==> src/rtl/pctg_pkg.sv <==
`timescale 1ns / 1ps
// package for the polynomial counter tone generator
// holds field widths, register indexes, tone mode codes and shared types; no dependencies

package pctg_pkg;

  // field widths
  localparam int unsigned HcntW    = 8;
  localparam int unsigned CtlW     = 4;
  localparam int unsigned DivW     = 5;
  localparam int unsigned VolW     = 4;
  localparam int unsigned MixW     = 5;
  localparam int unsigned CfgIdxW  = 3;
  localparam int unsigned CfgDataW = 5;
  localparam int unsigned ThirdW   = 2;
  localparam int unsigned Poly4W   = 4;
  localparam int unsigned Poly5W   = 5;
  localparam int unsigned Poly9W   = 9;

  // line positions at which the channels advance
  localparam logic [HcntW-1:0] HPOS_FIRST  = 8'd0;
  localparam logic [HcntW-1:0] HPOS_SECOND = 8'd114;

  // divide-by-three counter wraps at this value
  localparam logic [ThirdW-1:0] THIRD_WRAP = 2'd3;

  // configuration register indexes
  typedef enum logic [CfgIdxW-1:0] {
    REG_CONTROL_A = 3'd0,
    REG_CONTROL_B = 3'd1,
    REG_DIVIDER_A = 3'd2,
    REG_DIVIDER_B = 3'd3,
    REG_VOLUME_A  = 3'd4,
    REG_VOLUME_B  = 3'd5
  } cfg_reg_e;

  // tone modes selected by the 4-bit control
  typedef enum logic [CtlW-1:0] {
    MODE_FILL             = 4'h0,
    MODE_POLY4            = 4'h1,
    MODE_POLY4_GATED      = 4'h2,
    MODE_POLY4_CLK5       = 4'h3,
    MODE_FILL4_TOGGLE     = 4'h4,
    MODE_FILL5_TOGGLE     = 4'h5,
    MODE_POLY5_HOLD       = 4'h6,
    MODE_POLY5            = 4'h7,
    MODE_POLY9            = 4'h8,
    MODE_POLY5_ALT        = 4'h9,
    MODE_POLY5_HOLD_ALT   = 4'hA,
    MODE_FILL_ALT         = 4'hB,
    MODE_TOGGLE_DIV3      = 4'hC,
    MODE_TOGGLE_DIV3_ALT  = 4'hD,
    MODE_POLY5_HOLD_DIV3  = 4'hE,
    MODE_POLY5_DIV3       = 4'hF
  } tone_mode_e;

  // per-channel settings handed to a channel
  typedef struct packed {
    logic [CtlW-1:0] control;
    logic [DivW-1:0] divider;
  } chan_cfg_t;

endpackage

==> src/rtl/pctg_if.sv <==
`timescale 1ns / 1ps
// valid/ready channel interfaces for the tone generator: tick input, result output
// and configuration write; depends on pctg_pkg

interface pctg_tick_if;
  logic                        valid;
  logic                        ready;
  logic [pctg_pkg::HcntW-1:0]  hcounter;

  modport source (output valid, output hcounter, input ready);
  modport sink   (input valid, input hcounter, output ready);
endinterface

interface pctg_result_if;
  logic                        valid;
  logic                        ready;
  logic                        sample_a;
  logic                        sample_b;
  logic [pctg_pkg::VolW-1:0]   level_a;
  logic [pctg_pkg::VolW-1:0]   level_b;
  logic [pctg_pkg::MixW-1:0]   mix_level;

  modport source (output valid, output sample_a, output sample_b, output level_a,
                  output level_b, output mix_level, input ready);
  modport sink   (input valid, input sample_a, input sample_b, input level_a,
                  input level_b, input mix_level, output ready);
endinterface

interface pctg_cfg_if;
  logic                          valid;
  logic                          ready;
  logic [pctg_pkg::CfgIdxW-1:0]  index;
  logic [pctg_pkg::CfgDataW-1:0] data;

  modport source (output valid, output index, output data, input ready);
  modport sink   (input valid, input index, input data, output ready);
endinterface

==> src/rtl/poly_counter_tone_generator.sv <==
`timescale 1ns / 1ps
// top level of the two-channel polynomial counter tone generator
// depends on pctg_pkg, pctg_if and pctg_channel
//
// Usage
//   tick_i   : one beat per horizontal counter step, carrying hcounter. Only
//              positions 0 and 114 advance the channels; every beat still
//              gives one result beat.
//   result_o : both one-bit samples, the volume-weighted levels and their sum,
//              as they stand after the tick has been applied.
//   cfg_i    : register writes, index 0..5 = control_a, control_b, divider_a,
//              divider_b, volume_a, volume_b; always ready, other indexes ignored.
//              Write only while no tick is in flight.
// Timing
//   a tick is held in the input register, then the channel update and level
//   sum are loaded into the result register, which drives result_o; one tick
//   per cycle sustained while the receiver is ready, set by the single channel
//   update stage. When the receiver stalls the result register holds; the
//   input register still takes one more beat if it is empty, then
//   tick_i.ready drops until the stall clears.
// Reset
//   configuration registers, valid flags and channel counters clear; polynomial
//   counters load all ones; both pipeline stages empty; data registers not reset.

module poly_counter_tone_generator (
  input  logic                   clk_i,
  input  logic                   rst_ni,
  pctg_tick_if.sink              tick_i,
  pctg_cfg_if.sink               cfg_i,
  pctg_result_if.source          result_o
);

  // configuration registers
  logic [pctg_pkg::CtlW-1:0] control_a_q, control_b_q;
  logic [pctg_pkg::DivW-1:0] divider_a_q, divider_b_q;
  logic [pctg_pkg::VolW-1:0] volume_a_q, volume_b_q;

  // pipeline registers
  logic                       in_valid_q;
  logic [pctg_pkg::HcntW-1:0] in_hcnt_q;
  logic                       out_valid_q;
  logic                       sample_a_q, sample_b_q;
  logic [pctg_pkg::VolW-1:0]  level_a_q, level_b_q;
  logic [pctg_pkg::MixW-1:0]  mix_q;

  logic                       out_take;
  logic                       fire;
  logic                       advance;
  logic                       bit_a_d, bit_b_d;
  logic [pctg_pkg::VolW-1:0]  level_a_d, level_b_d;
  pctg_pkg::chan_cfg_t        cfg_a, cfg_b;

  // configuration write port
  assign cfg_i.ready = 1'b1;

  always_ff @(posedge clk_i or negedge rst_ni) begin
    if (!rst_ni) begin
      control_a_q <= '0;
      control_b_q <= '0;
      divider_a_q <= '0;
      divider_b_q <= '0;
      volume_a_q  <= '0;
      volume_b_q  <= '0;
    end else if (cfg_i.valid) begin
      unique case (pctg_pkg::cfg_reg_e'(cfg_i.index))
        pctg_pkg::REG_CONTROL_A: control_a_q <= cfg_i.data[pctg_pkg::CtlW-1:0];
        pctg_pkg::REG_CONTROL_B: control_b_q <= cfg_i.data[pctg_pkg::CtlW-1:0];
        pctg_pkg::REG_DIVIDER_A: divider_a_q <= cfg_i.data[pctg_pkg::DivW-1:0];
        pctg_pkg::REG_DIVIDER_B: divider_b_q <= cfg_i.data[pctg_pkg::DivW-1:0];
        pctg_pkg::REG_VOLUME_A:  volume_a_q  <= cfg_i.data[pctg_pkg::VolW-1:0];
        pctg_pkg::REG_VOLUME_B:  volume_b_q  <= cfg_i.data[pctg_pkg::VolW-1:0];
        default: begin
          control_a_q <= control_a_q;
        end
      endcase
    end
  end

  // handshake between the two stages
  assign out_take     = !out_valid_q || result_o.ready;
  assign fire         = in_valid_q && out_take;
  assign tick_i.ready = !in_valid_q || out_take;
  assign advance      = fire && (in_hcnt_q == pctg_pkg::HPOS_FIRST ||
                                 in_hcnt_q == pctg_pkg::HPOS_SECOND);

  // input register
  always_ff @(posedge clk_i or negedge rst_ni) begin
    if (!rst_ni) begin
      in_valid_q <= 1'b0;
    end else if (tick_i.ready) begin
      in_valid_q <= tick_i.valid;
    end
  end

  always_ff @(posedge clk_i) begin
    if (tick_i.valid && tick_i.ready) begin
      in_hcnt_q <= tick_i.hcounter;
    end
  end

  // the two channels
  assign cfg_a = '{control: control_a_q, divider: divider_a_q};
  assign cfg_b = '{control: control_b_q, divider: divider_b_q};

  pctg_channel u_chan_a (
    .clk_i       (clk_i),
    .rst_ni      (rst_ni),
    .cfg_i       (cfg_a),
    .advance_i   (advance),
    .out_bit_d_o (bit_a_d)
  );

  pctg_channel u_chan_b (
    .clk_i       (clk_i),
    .rst_ni      (rst_ni),
    .cfg_i       (cfg_b),
    .advance_i   (advance),
    .out_bit_d_o (bit_b_d)
  );

  // volume weighting
  assign level_a_d = bit_a_d ? volume_a_q : '0;
  assign level_b_d = bit_b_d ? volume_b_q : '0;

  // result register
  always_ff @(posedge clk_i or negedge rst_ni) begin
    if (!rst_ni) begin
      out_valid_q <= 1'b0;
    end else if (out_take) begin
      out_valid_q <= in_valid_q;
    end
  end

  always_ff @(posedge clk_i) begin
    if (fire) begin
      sample_a_q <= bit_a_d;
      sample_b_q <= bit_b_d;
      level_a_q  <= level_a_d;
      level_b_q  <= level_b_d;
      mix_q      <= {1'b0, level_a_d} + {1'b0, level_b_d};
    end
  end

  assign result_o.valid     = out_valid_q;
  assign result_o.sample_a  = sample_a_q;
  assign result_o.sample_b  = sample_b_q;
  assign result_o.level_a   = level_a_q;
  assign result_o.level_b   = level_b_q;
  assign result_o.mix_level = mix_q;

  // checks
  a_mix_sum: assert property (@(posedge clk_i) disable iff (!rst_ni)
    out_valid_q |-> (mix_q == {1'b0, level_a_q} + {1'b0, level_b_q}))
    else $error("mix level differs from sum of channel levels");

  a_level_gated: assert property (@(posedge clk_i) disable iff (!rst_ni)
    out_valid_q |-> ((sample_a_q || level_a_q == '0) && (sample_b_q || level_b_q == '0)))
    else $error("level present on a silent channel");

  a_in_hold: assert property (@(posedge clk_i) disable iff (!rst_ni)
    (in_valid_q && !out_take) |=> (in_valid_q && $stable(in_hcnt_q)))
    else $error("stalled tick lost from input register");

  a_no_advance_off_pos: assert property (@(posedge clk_i) disable iff (!rst_ni)
    (fire && !advance) |=> (sample_a_q == $past(bit_a_d) && sample_b_q == $past(bit_b_d)))
    else $error("result not taken from channel state");

endmodule

==> src/rtl/pctg_channel.sv <==
`timescale 1ns / 1ps
// one tone channel: phase divider, divide-by-three and polynomial counters
// depends on pctg_pkg

module pctg_channel (
  input  logic                 clk_i,
  input  logic                 rst_ni,
  input  pctg_pkg::chan_cfg_t  cfg_i,
  input  logic                 advance_i,
  output logic                 out_bit_d_o
);

  localparam int unsigned Poly4Top = pctg_pkg::Poly4W - 1;
  localparam int unsigned Poly5Top = pctg_pkg::Poly5W - 1;
  localparam int unsigned Poly9Top = pctg_pkg::Poly9W - 1;

  logic [pctg_pkg::DivW-1:0]   phase_q, phase_d;
  logic [pctg_pkg::ThirdW-1:0] third_q, third_d;
  logic [pctg_pkg::Poly4W-1:0] poly4_q, poly4_d;
  logic [pctg_pkg::Poly5W-1:0] poly5_q, poly5_d;
  logic [pctg_pkg::Poly9W-1:0] poly9_q, poly9_d;
  logic                        toggle_q, toggle_d;
  logic                        out_q, out_d;

  logic [pctg_pkg::Poly4W-1:0] step4, fill4;
  logic [pctg_pkg::Poly5W-1:0] step5, fill5;
  logic [pctg_pkg::Poly9W-1:0] step9;
  logic [pctg_pkg::ThirdW-1:0] third_inc;
  logic                        div3_mode;
  logic                        run_mode;
  pctg_pkg::tone_mode_e        mode;

  // shift candidates of each counter, fill candidates of the 4- and 5-bit counters
  assign step4 = {poly4_q[1] ^ poly4_q[0], poly4_q[Poly4Top:1]};
  assign fill4 = {1'b1, poly4_q[Poly4Top:1]};
  assign step5 = {poly5_q[2] ^ poly5_q[0], poly5_q[Poly5Top:1]};
  assign fill5 = {1'b1, poly5_q[Poly5Top:1]};
  assign step9 = {poly9_q[4] ^ poly9_q[0], poly9_q[Poly9Top:1]};

  assign mode      = pctg_pkg::tone_mode_e'(cfg_i.control);
  assign div3_mode = (cfg_i.control >= pctg_pkg::MODE_TOGGLE_DIV3);
  assign third_inc = third_q + 2'd1;

  // divider, divide-by-three and mode logic
  always_comb begin
    phase_d  = phase_q;
    third_d  = third_q;
    poly4_d  = poly4_q;
    poly5_d  = poly5_q;
    poly9_d  = poly9_q;
    toggle_d = toggle_q;
    out_d    = out_q;
    run_mode = 1'b0;

    if (advance_i) begin
      if (phase_q < cfg_i.divider) begin
        phase_d = phase_q + 5'd1;
      end else begin
        phase_d = '0;
        if (div3_mode) begin
          if (third_inc == pctg_pkg::THIRD_WRAP) begin
            third_d  = '0;
            run_mode = 1'b1;
          end else begin
            third_d = third_inc;
          end
        end else begin
          run_mode = 1'b1;
        end
      end
    end

    if (run_mode) begin
      unique case (mode)
        pctg_pkg::MODE_FILL, pctg_pkg::MODE_FILL_ALT: begin
          out_d   = poly4_q[0];
          poly4_d = fill4;
          poly5_d = fill5;
        end
        pctg_pkg::MODE_POLY4: begin
          out_d   = poly4_q[0];
          poly4_d = step4;
        end
        pctg_pkg::MODE_POLY4_GATED: begin
          if (poly5_q[3:0] == 4'h0 || poly5_q[3:0] == 4'hF) begin
            out_d   = poly4_q[0];
            poly4_d = step4;
          end
          poly5_d = step5;
        end
        pctg_pkg::MODE_POLY4_CLK5: begin
          if (poly5_q[0]) begin
            out_d   = poly4_q[0];
            poly4_d = step4;
          end
          poly5_d = step5;
        end
        pctg_pkg::MODE_FILL4_TOGGLE: begin
          poly4_d  = fill4;
          poly5_d  = step5;
          out_d    = toggle_q;
          toggle_d = ~toggle_q;
        end
        pctg_pkg::MODE_FILL5_TOGGLE: begin
          poly5_d  = fill5;
          poly4_d  = step4;
          out_d    = toggle_q;
          toggle_d = ~toggle_q;
        end
        pctg_pkg::MODE_POLY5_HOLD, pctg_pkg::MODE_POLY5_HOLD_ALT,
        pctg_pkg::MODE_POLY5_HOLD_DIV3: begin
          poly5_d = step5;
          if (step5[3:0] == 4'h0) out_d = 1'b0;
          if (step5[3:0] == 4'hF) out_d = 1'b1;
        end
        pctg_pkg::MODE_POLY5, pctg_pkg::MODE_POLY5_ALT, pctg_pkg::MODE_POLY5_DIV3: begin
          out_d   = poly5_q[0];
          poly5_d = step5;
        end
        pctg_pkg::MODE_POLY9: begin
          out_d   = poly9_q[0];
          poly9_d = step9;
        end
        pctg_pkg::MODE_TOGGLE_DIV3, pctg_pkg::MODE_TOGGLE_DIV3_ALT: begin
          out_d    = toggle_q;
          toggle_d = ~toggle_q;
        end
        default: begin
          out_d = out_q;
        end
      endcase
    end
  end

  // channel state
  always_ff @(posedge clk_i or negedge rst_ni) begin
    if (!rst_ni) begin
      phase_q  <= '0;
      third_q  <= '0;
      poly4_q  <= '1;
      poly5_q  <= '1;
      poly9_q  <= '1;
      toggle_q <= 1'b0;
      out_q    <= 1'b0;
    end else begin
      phase_q  <= phase_d;
      third_q  <= third_d;
      poly4_q  <= poly4_d;
      poly5_q  <= poly5_d;
      poly9_q  <= poly9_d;
      toggle_q <= toggle_d;
      out_q    <= out_d;
    end
  end

  assign out_bit_d_o = out_d;

endmodule
==> src/flat_wrapper.sv <==
// flat-port wrapper written by rule: the top's interface ports become plain ports
module poly_counter_tone_generator_flat 
  (clk_i, rst_ni, tick_i_valid, tick_i_hcounter, tick_i_ready, cfg_i_valid, cfg_i_index, cfg_i_data, cfg_i_ready, result_o_valid, result_o_sample_a, result_o_sample_b, result_o_level_a, result_o_level_b, result_o_mix_level, result_o_ready);
  pctg_tick_if tick_i_i ();
  pctg_cfg_if cfg_i_i ();
  pctg_result_if result_o_i ();
  input  logic clk_i;
  input  logic rst_ni;
  input wire logic [$bits(tick_i_i.valid)-1:0] tick_i_valid;
  input wire logic [$bits(tick_i_i.hcounter)-1:0] tick_i_hcounter;
  output wire logic [$bits(tick_i_i.ready)-1:0] tick_i_ready;
  input wire logic [$bits(cfg_i_i.valid)-1:0] cfg_i_valid;
  input wire logic [$bits(cfg_i_i.index)-1:0] cfg_i_index;
  input wire logic [$bits(cfg_i_i.data)-1:0] cfg_i_data;
  output wire logic [$bits(cfg_i_i.ready)-1:0] cfg_i_ready;
  output wire logic [$bits(result_o_i.valid)-1:0] result_o_valid;
  output wire logic [$bits(result_o_i.sample_a)-1:0] result_o_sample_a;
  output wire logic [$bits(result_o_i.sample_b)-1:0] result_o_sample_b;
  output wire logic [$bits(result_o_i.level_a)-1:0] result_o_level_a;
  output wire logic [$bits(result_o_i.level_b)-1:0] result_o_level_b;
  output wire logic [$bits(result_o_i.mix_level)-1:0] result_o_mix_level;
  input wire logic [$bits(result_o_i.ready)-1:0] result_o_ready;
  assign tick_i_i.valid = tick_i_valid;
  assign tick_i_i.hcounter = tick_i_hcounter;
  assign tick_i_ready = tick_i_i.ready;
  assign cfg_i_i.valid = cfg_i_valid;
  assign cfg_i_i.index = cfg_i_index;
  assign cfg_i_i.data = cfg_i_data;
  assign cfg_i_ready = cfg_i_i.ready;
  assign result_o_valid = result_o_i.valid;
  assign result_o_sample_a = result_o_i.sample_a;
  assign result_o_sample_b = result_o_i.sample_b;
  assign result_o_level_a = result_o_i.level_a;
  assign result_o_level_b = result_o_i.level_b;
  assign result_o_mix_level = result_o_i.mix_level;
  assign result_o_i.ready = result_o_ready;
  poly_counter_tone_generator u_core (.clk_i(clk_i), .rst_ni(rst_ni), .tick_i(tick_i_i), .cfg_i(cfg_i_i), .result_o(result_o_i));
endmodule
==> config.mk <==
export PLATFORM = sky130hd
export DESIGN_NAME = poly_counter_tone_generator_flat
export DESIGN_NICKNAME = d
export VERILOG_FILES = /design/src/rtl/pctg_pkg.sv /design/src/rtl/pctg_if.sv /design/src/rtl/poly_counter_tone_generator.sv /design/src/rtl/pctg_channel.sv /design/src/flat_wrapper.sv
export SDC_FILE = /design/constraint.sdc
export NUM_CORES = 1
export LEC_CHECK = 0
export ABC_AREA = 1
export BUFFER_PORTS_ARGS = -buffer_cell sky130_fd_sc_hd__buf_2
export CORE_ASPECT_RATIO = 1.75
export CORE_MARGIN = 1
export CORE_UTILIZATION = 30
export DETAILED_ROUTE_END_ITERATION = 8
export PLACE_DENSITY = 0.53
export SETUP_SLACK_MARGIN = 0.02
export SYNTH_ARGS = -nofsm -noshare
export SYNTH_HDL_FRONTEND = slang
export SYNTH_HIERARCHICAL = 1
export SYNTH_SLANG_ARGS = --single-unit
export TNS_END_PERCENT = 30
==> constraint.sdc <==
create_clock -name clk_i -period 3.1 [get_ports clk_i]
set_clock_uncertainty 0.1 [all_clocks]
set_input_delay 0.62 -clock clk_i [delete_from_list [all_inputs] [get_ports clk_i]]
set_output_delay 0.62 -clock clk_i [all_outputs]
set_load 0.005 [all_outputs]
; Word-level counts from Yosys, hierarchy flattened
; Cells that the tools add are included.
[word_totals]
input_bits = 21
out_inout_bits = 18
elab_cells = 181
reg_bits = 105
[classes]
n_reduce_logical = 54
n_mux = 34
eq_ne = 46
n_addsub = 5
magnitude_cmp = 4
n_bitwise = 10
[op_table]
columns = op, count
row1 = "4-bit == test, second input constant", 20
row2 = "4-bit by 3-bit == test with 1-bit output, second input constant", 8
row3 = 4-bit one-hot mux with 4 select lines, 2
row4 = 3-bit OR reduction, 10
row5 = 4-bit zero test, 6
row6 = 4-bit 2-to-1 mux, 6
row7 = 2-bit AND reduction, 12
row8 = 5-bit one-hot mux with 2 select lines, 2
row9 = 1-bit 2-to-1 mux, 18
row10 = 9-bit OR reduction, 2
row11 = "4-bit by 2-bit == test with 1-bit output, second input constant", 4
row12 = 1-bit one-hot mux with 7 select lines, 2
row13 = "5-bit by 1-bit adder with 5-bit output, second input constant", 2
row14 = 5-bit < comparator, 2
row15 = 5-bit 2-to-1 mux, 2
row16 = "4-bit by 1-bit == test with 1-bit output, second input constant", 2
row17 = "8-bit by 7-bit == test with 1-bit output, second input constant", 1
row18 = "4-bit >= comparator, second input constant", 2
row19 = 8-bit zero test, 1
row20 = "2-bit != test, second input constant", 4
row21 = 4-bit AND reduction, 2
row22 = 4-bit nonzero test, 2
row23 = 4-bit OR reduction, 2
row24 = "3-bit by 2-bit == test with 1-bit output, second input constant", 2
row25 = 15 further kinds, 37

; Longest topological paths before layout
[logic_depth]
ltp_word = 9
ltp_mapped = 17
depth_no_buf = 16

; Cells and area by module
; Netlist, hierarchy kept.
[modules_own_cells]
columns = mod, area_each_um2, n_inst, cells_per_inst, seq_area_each_um2
row1 = pctg_channel, 1706.6, 2, 224, 698.2
row2 = poly_counter_tone_generator, 2026.9, 1, 185, 1391.3

; Worst setup path after synthesis
; No wires, ideal clock.
[synth_path]
path_type = register to register
from = reg u_core/u_chan_a/phase_q[2] in the netlist's numbering
to = reg u_core.mix_q, in the netlist u_core/result_o.mix_level[2] (data pin)
path_stages_with_launch = 16
arrival_ns = 2.364
period_less_slack_ns = 2.722
path_buffers = 1
setup_time_ns = 0.258
required_time_ns = 2.742
path_slack_ns = 0.378
cell_sequence = dfrtp_1 > ha_1 > nand2_1 > inv_1 > o21bai_1 > nand3_2 > nand3_4 > buf_6 > nand2_1 > nand2_1 > nand2_1 > inv_1 > ha_1 > inv_1 > fa_1 > xnor2_1
[synth_between]
elab_chain_len = 6
[synth_lines]
columns = item, line
row1 = from (decl), pctg_channel.sv:17  ; logic [pctg_pkg::DivW-1:0] phase_q, phase_d;
row2 = from (signal assigned), pctg_channel.sv:146  ; phase_q <= phase_d;
row3 = 5-bit < comparator, pctg_channel.sv:56  ; if (phase_q < cfg_i.divider) begin
row4 = 1-bit 2-to-1 mux, pctg_channel.sv:56
row5 = 1-bit 2-to-1 mux, pctg_channel.sv:55  ; if (advance_i) begin
row6 = 1-bit 2-to-1 mux, pctg_channel.sv:73  ; if (run_mode) begin
row7 = named net u_core.bit_a_d, poly_counter_tone_generator.sv:49  ; logic bit_a_d, bit_b_d;
row8 = 4-bit 2-to-1 mux, poly_counter_tone_generator.sv:122  ; assign level_a_d = bit_a_d ? volume_a_q : '0;
row9 = "named net u_core.level_a_d, one bit", poly_counter_tone_generator.sv:50  ; logic [pctg_pkg::VolW-1:0] level_a_d, level_b_d;
row10 = 4-bit by 4-bit adder with 5-bit output, poly_counter_tone_generator.sv:140  ; mix_q <= {1'b0, level_a_d} + {1'b0, level_b_d};
row11 = to (signal assigned), poly_counter_tone_generator.sv:140
row12 = to (decl), poly_counter_tone_generator.sv:44  ; logic [pctg_pkg::MixW-1:0] mix_q;
; The timed path passes the listed nets, and every way through them passes these cells.
; A chain may end at the register's enable or synchronous reset.

; Worst setup path in the final report
[layout_path]
from = reg u_core/u_chan_b/phase_q[2] in the netlist's numbering
to = reg u_core.mix_q, in the netlist u_core/result_o.mix_level[2] (data pin)
[layout_between]
elab_chain_len = 6
[layout_lines]
columns = item, line
row1 = from (decl), pctg_channel.sv:17
row2 = from (signal assigned), pctg_channel.sv:146
row3 = 5-bit < comparator, pctg_channel.sv:56
row4 = 1-bit 2-to-1 mux, pctg_channel.sv:56
row5 = 1-bit 2-to-1 mux, pctg_channel.sv:55
row6 = 1-bit 2-to-1 mux, pctg_channel.sv:73
row7 = named net u_core.bit_b_d, poly_counter_tone_generator.sv:49
row8 = 4-bit 2-to-1 mux, poly_counter_tone_generator.sv:123  ; assign level_b_d = bit_b_d ? volume_b_q : '0;
row9 = "named net u_core.level_b_d, one bit", poly_counter_tone_generator.sv:50
row10 = 4-bit by 4-bit adder with 5-bit output, poly_counter_tone_generator.sv:140
; The timed path passes the listed nets, and every way through them passes these cells.

==> impl_metrics.tcl <==
set metrics [dict create \
    yosysWarnings 6 \
    slew_headroom_pct 55.94 \
    final_util_pct 35.21 \
    clk_root_buffer_cell "clkbuf_16" \
    design_area_sq_um 6203 \
    synthArstFlopShare_pct 78.10 \
    ys_types 38 \
    synth-edff-count 23 \
    post-place-ws_ps 113.8 \
    htree_levels 3 \
    fillers 1876 \
    num_io_pins 39 \
    reg_top3 "u_core/u_chan_a/poly9_q: 9 flops, u_core/u_chan_b/poly9_q: 9 flops, u_core/in_hcnt_q: 8 flops" \
    dpl.cell_count 898 \
    power_mw 3.364 \
    tns_ps 0 \
    fin_nets 714 \
    worstPathArrival_ps 2840 \
    dr_total_vias 3988 \
    grt_antenna_before_repair 0 \
    min_period_ps 2840 \
    synthCells 633 \
    regArea_sq_um 2788 \
    startpoint_type "flop" \
    fmax_ghz 0.3521 \
    finalWirelength_microns 10610 \
    postPlaceCellArea_sq_um 5913 \
    hold_viol_final 0 \
    cts_made_buffers 9 \
    gp_congestion 0.7751 \
    grt-ovfl-total 0 \
    hpwlAfterDp_microns 7828 \
    instances_no_fill 914 \
    grtUsageTotal_pct 12.48 \
    firstDrtPassIters 4 \
    first_global_vias 3961 \
    ys_ff_latch 105 \
    yosys.area.top_type "dfrtp_1" \
    multi_input_area_sq_um 2290 \
    cellPowerDensity_nw_per_um2 542.3 \
    dieWidth_microns 103.8 \
    setup_viol 0 \
    via_per_inst 4.363 \
    core_region_area_sq_um 17620 \
    drc_errors 0 \
    grt_pass1_wl_microns 18810 \
    cts.clk_slew.worst_paths_ps 70 \
    placementRows 64 \
    fin_crit_sh_pct 91.61 \
    wire_per_inst_microns 11.60 \
    maxSlewViolCount 0 \
    synth-main-ff-cell "dfrtp_1" \
    post_cts_buffers 0 \
    peakVddDrop_uv 263.3 \
    syn_to_final_growth_pct 14.03 \
    fin_ws_ps 260.0 \
    worstSetupEndpointType "flop" \
    tightestPinTransition_ps 660.2 \
    start_util_pct 30.88 \
    cts_tree "yes" \
    path_max_fanout 9 \
    drtIter0Drc 201 \
    dieArea_sq_um 18700 \
    status "finished clean" \
    hp-class "input port to asynchronous set/reset pin" \
    syn_area_sq_um 5440 \
    holdWs_ps 147.5 \
    cap_violations 0 \
    synth_top_area_share_pct 21.16 \
    drive_gt1_share_pct 21.08 \
    die_y_microns 180.1 \
    diodes 0 \
    synth_nets 669 \
    yosys-top-cells-area "dfrtp_1 21%, dfstp_2 17%, nand2_1 15%" \
    clockBufferDepth 2 \
    syn_avg_cell_area_sq_um 8.594 \
    yosysSeqAreaShare_pct 51.24 \
    critPathRequiredTime_ps 3100 \
    p_leak_nw 2.982 \
    grt_max_degree 46 \
    io_buffers 37 \
    rsz0062_at_grt "no" \
    clock_latency_ps 350 \
    critPathKind "flop to flop" \
    cts_num_sinks 105 \
    drtAntennaViolNets 0 \
]
==> logic make-up after synthesis <==
logic type	Yosys count	share of synthesized area [%]
and+or+nand+nor	334	28.61
DFF	105	51.24
buffers and inverters	90	6.785
AOI/OAI and AO/OA	76	7.773
adders and majority gates	15	3.588
xor gates and xnor gates	12	1.932
other	1	0.06893
==> synth_stat cells, drive strengths merged (5+ instances only) <==
cell type and count:
a21oi 13, buf 7, dfrtp 46, dfstp 36
edfxtp 23, ha 14, inv 81, nand2 221
nand3 40, nand4 10, nor2 57, o21ai 51
o22ai 6, xnor2 7, xor2 5
==> critical path, stage by stage, from the launching register on <==
cell and delay, ps:
dfrtp_1 440, ha_1 310, nand2_1 60, inv_1 30, o21bai_1 180, nand3_2 190, nand3_4 170, nand2_1 80
nand2_2 110, nand2_1 60, inv_1 90, ha_1 170, inv_1 60, fa_1 400, xnor2_1 140
==> where the power goes <==
| group | leakage [nW] | internal (mW) | switching, mW |
|---|---|---|---|
| clock | 0.138 | 0.622 | 0.504 |
| sequential | 1.18 | 1.54 | 0.112 |
| combinational | 1.66 | 0.204 | 0.378 |
| total | 2.98 | 2.37 | 0.995 |
==> path summary, 6_finish.rpt <==
| path | slack, ps | to | from | cells past startpoint |
|---|---|---|---|---|
| max | 260 | u_core/result_o.mix_level[2] | u_core/u_chan_b/phase_q[2] | 14 |
| min | 150 | u_core/divider_a_q[1] | rst_ni | 1 |
| max reg2reg | 260 | u_core/result_o.mix_level[2] | u_core/u_chan_b/phase_q[2] | 14 |
| min reg2reg | 360 | u_core/u_chan_b/poly4_q[1] | u_core/u_chan_b/poly4_q[2] | 2 |
| max in group asynchronous | 2070 | u_core/u_chan_b/poly9_q[7] | rst_ni | 2 |
| min in group clk_i | 340 | u_core/in_hcnt_q[1] | tick_i_hcounter[1] | 1 |
==> what timing repair did <==
| action | 4_1_cts | 5_1_grt |
|---|---|---|
| setup endpoints to repair | 0 | 3 |
| hold buffers | 0 | 0 |
| gates resized for setup | 0 | 1 |
| endpoints found under the hold margin | 0 | 0 |
==> cell usage in the layout, fill, tap and decap left out, drive strengths merged <==
master / n
a21oi: 13
a31oi: 2
and2: 2
buf: 43
bufinv: 1
clkbuf: 10
clkinv: 4
clkinvlp: 1
conb: 1
dfrtp: 46
dfstp: 36
edfxtp: 23
fa: 1
ha: 14
inv: 81
nand2: 221
nand3: 40
nand3b: 2
nand4: 10
nor2: 57
nor3b: 2
o211ai: 2
o21ai: 51
o21bai: 2
o22ai: 6
xnor2: 7
xor2: 5
==> layer usage <==
metal  share of wire, %  routed length (microns)  up-vias  GRT usage [%]
li1                   -                        -     2103              -
met1                 45                     4734     1822          14.59
met2                 51                     5391       50          22.26
met3                2.4                      254       13          2.170
met4                2.1                      225        0          5.429
met5                  0                        0        -              0
==> final cells by class <==
class | instances | area share (%)
flip-flops and latches | 105 | 44.94
inverters | 81 | 4.901
clock buffers | 10 | 3.691
multi-input cells | 438 | 36.91
repair buffers | 43 | 3.953
well taps | 231 | 4.659
clock inverters | 6 | 0.9480
Note: power is estimated with default switching activity, not from simulation.
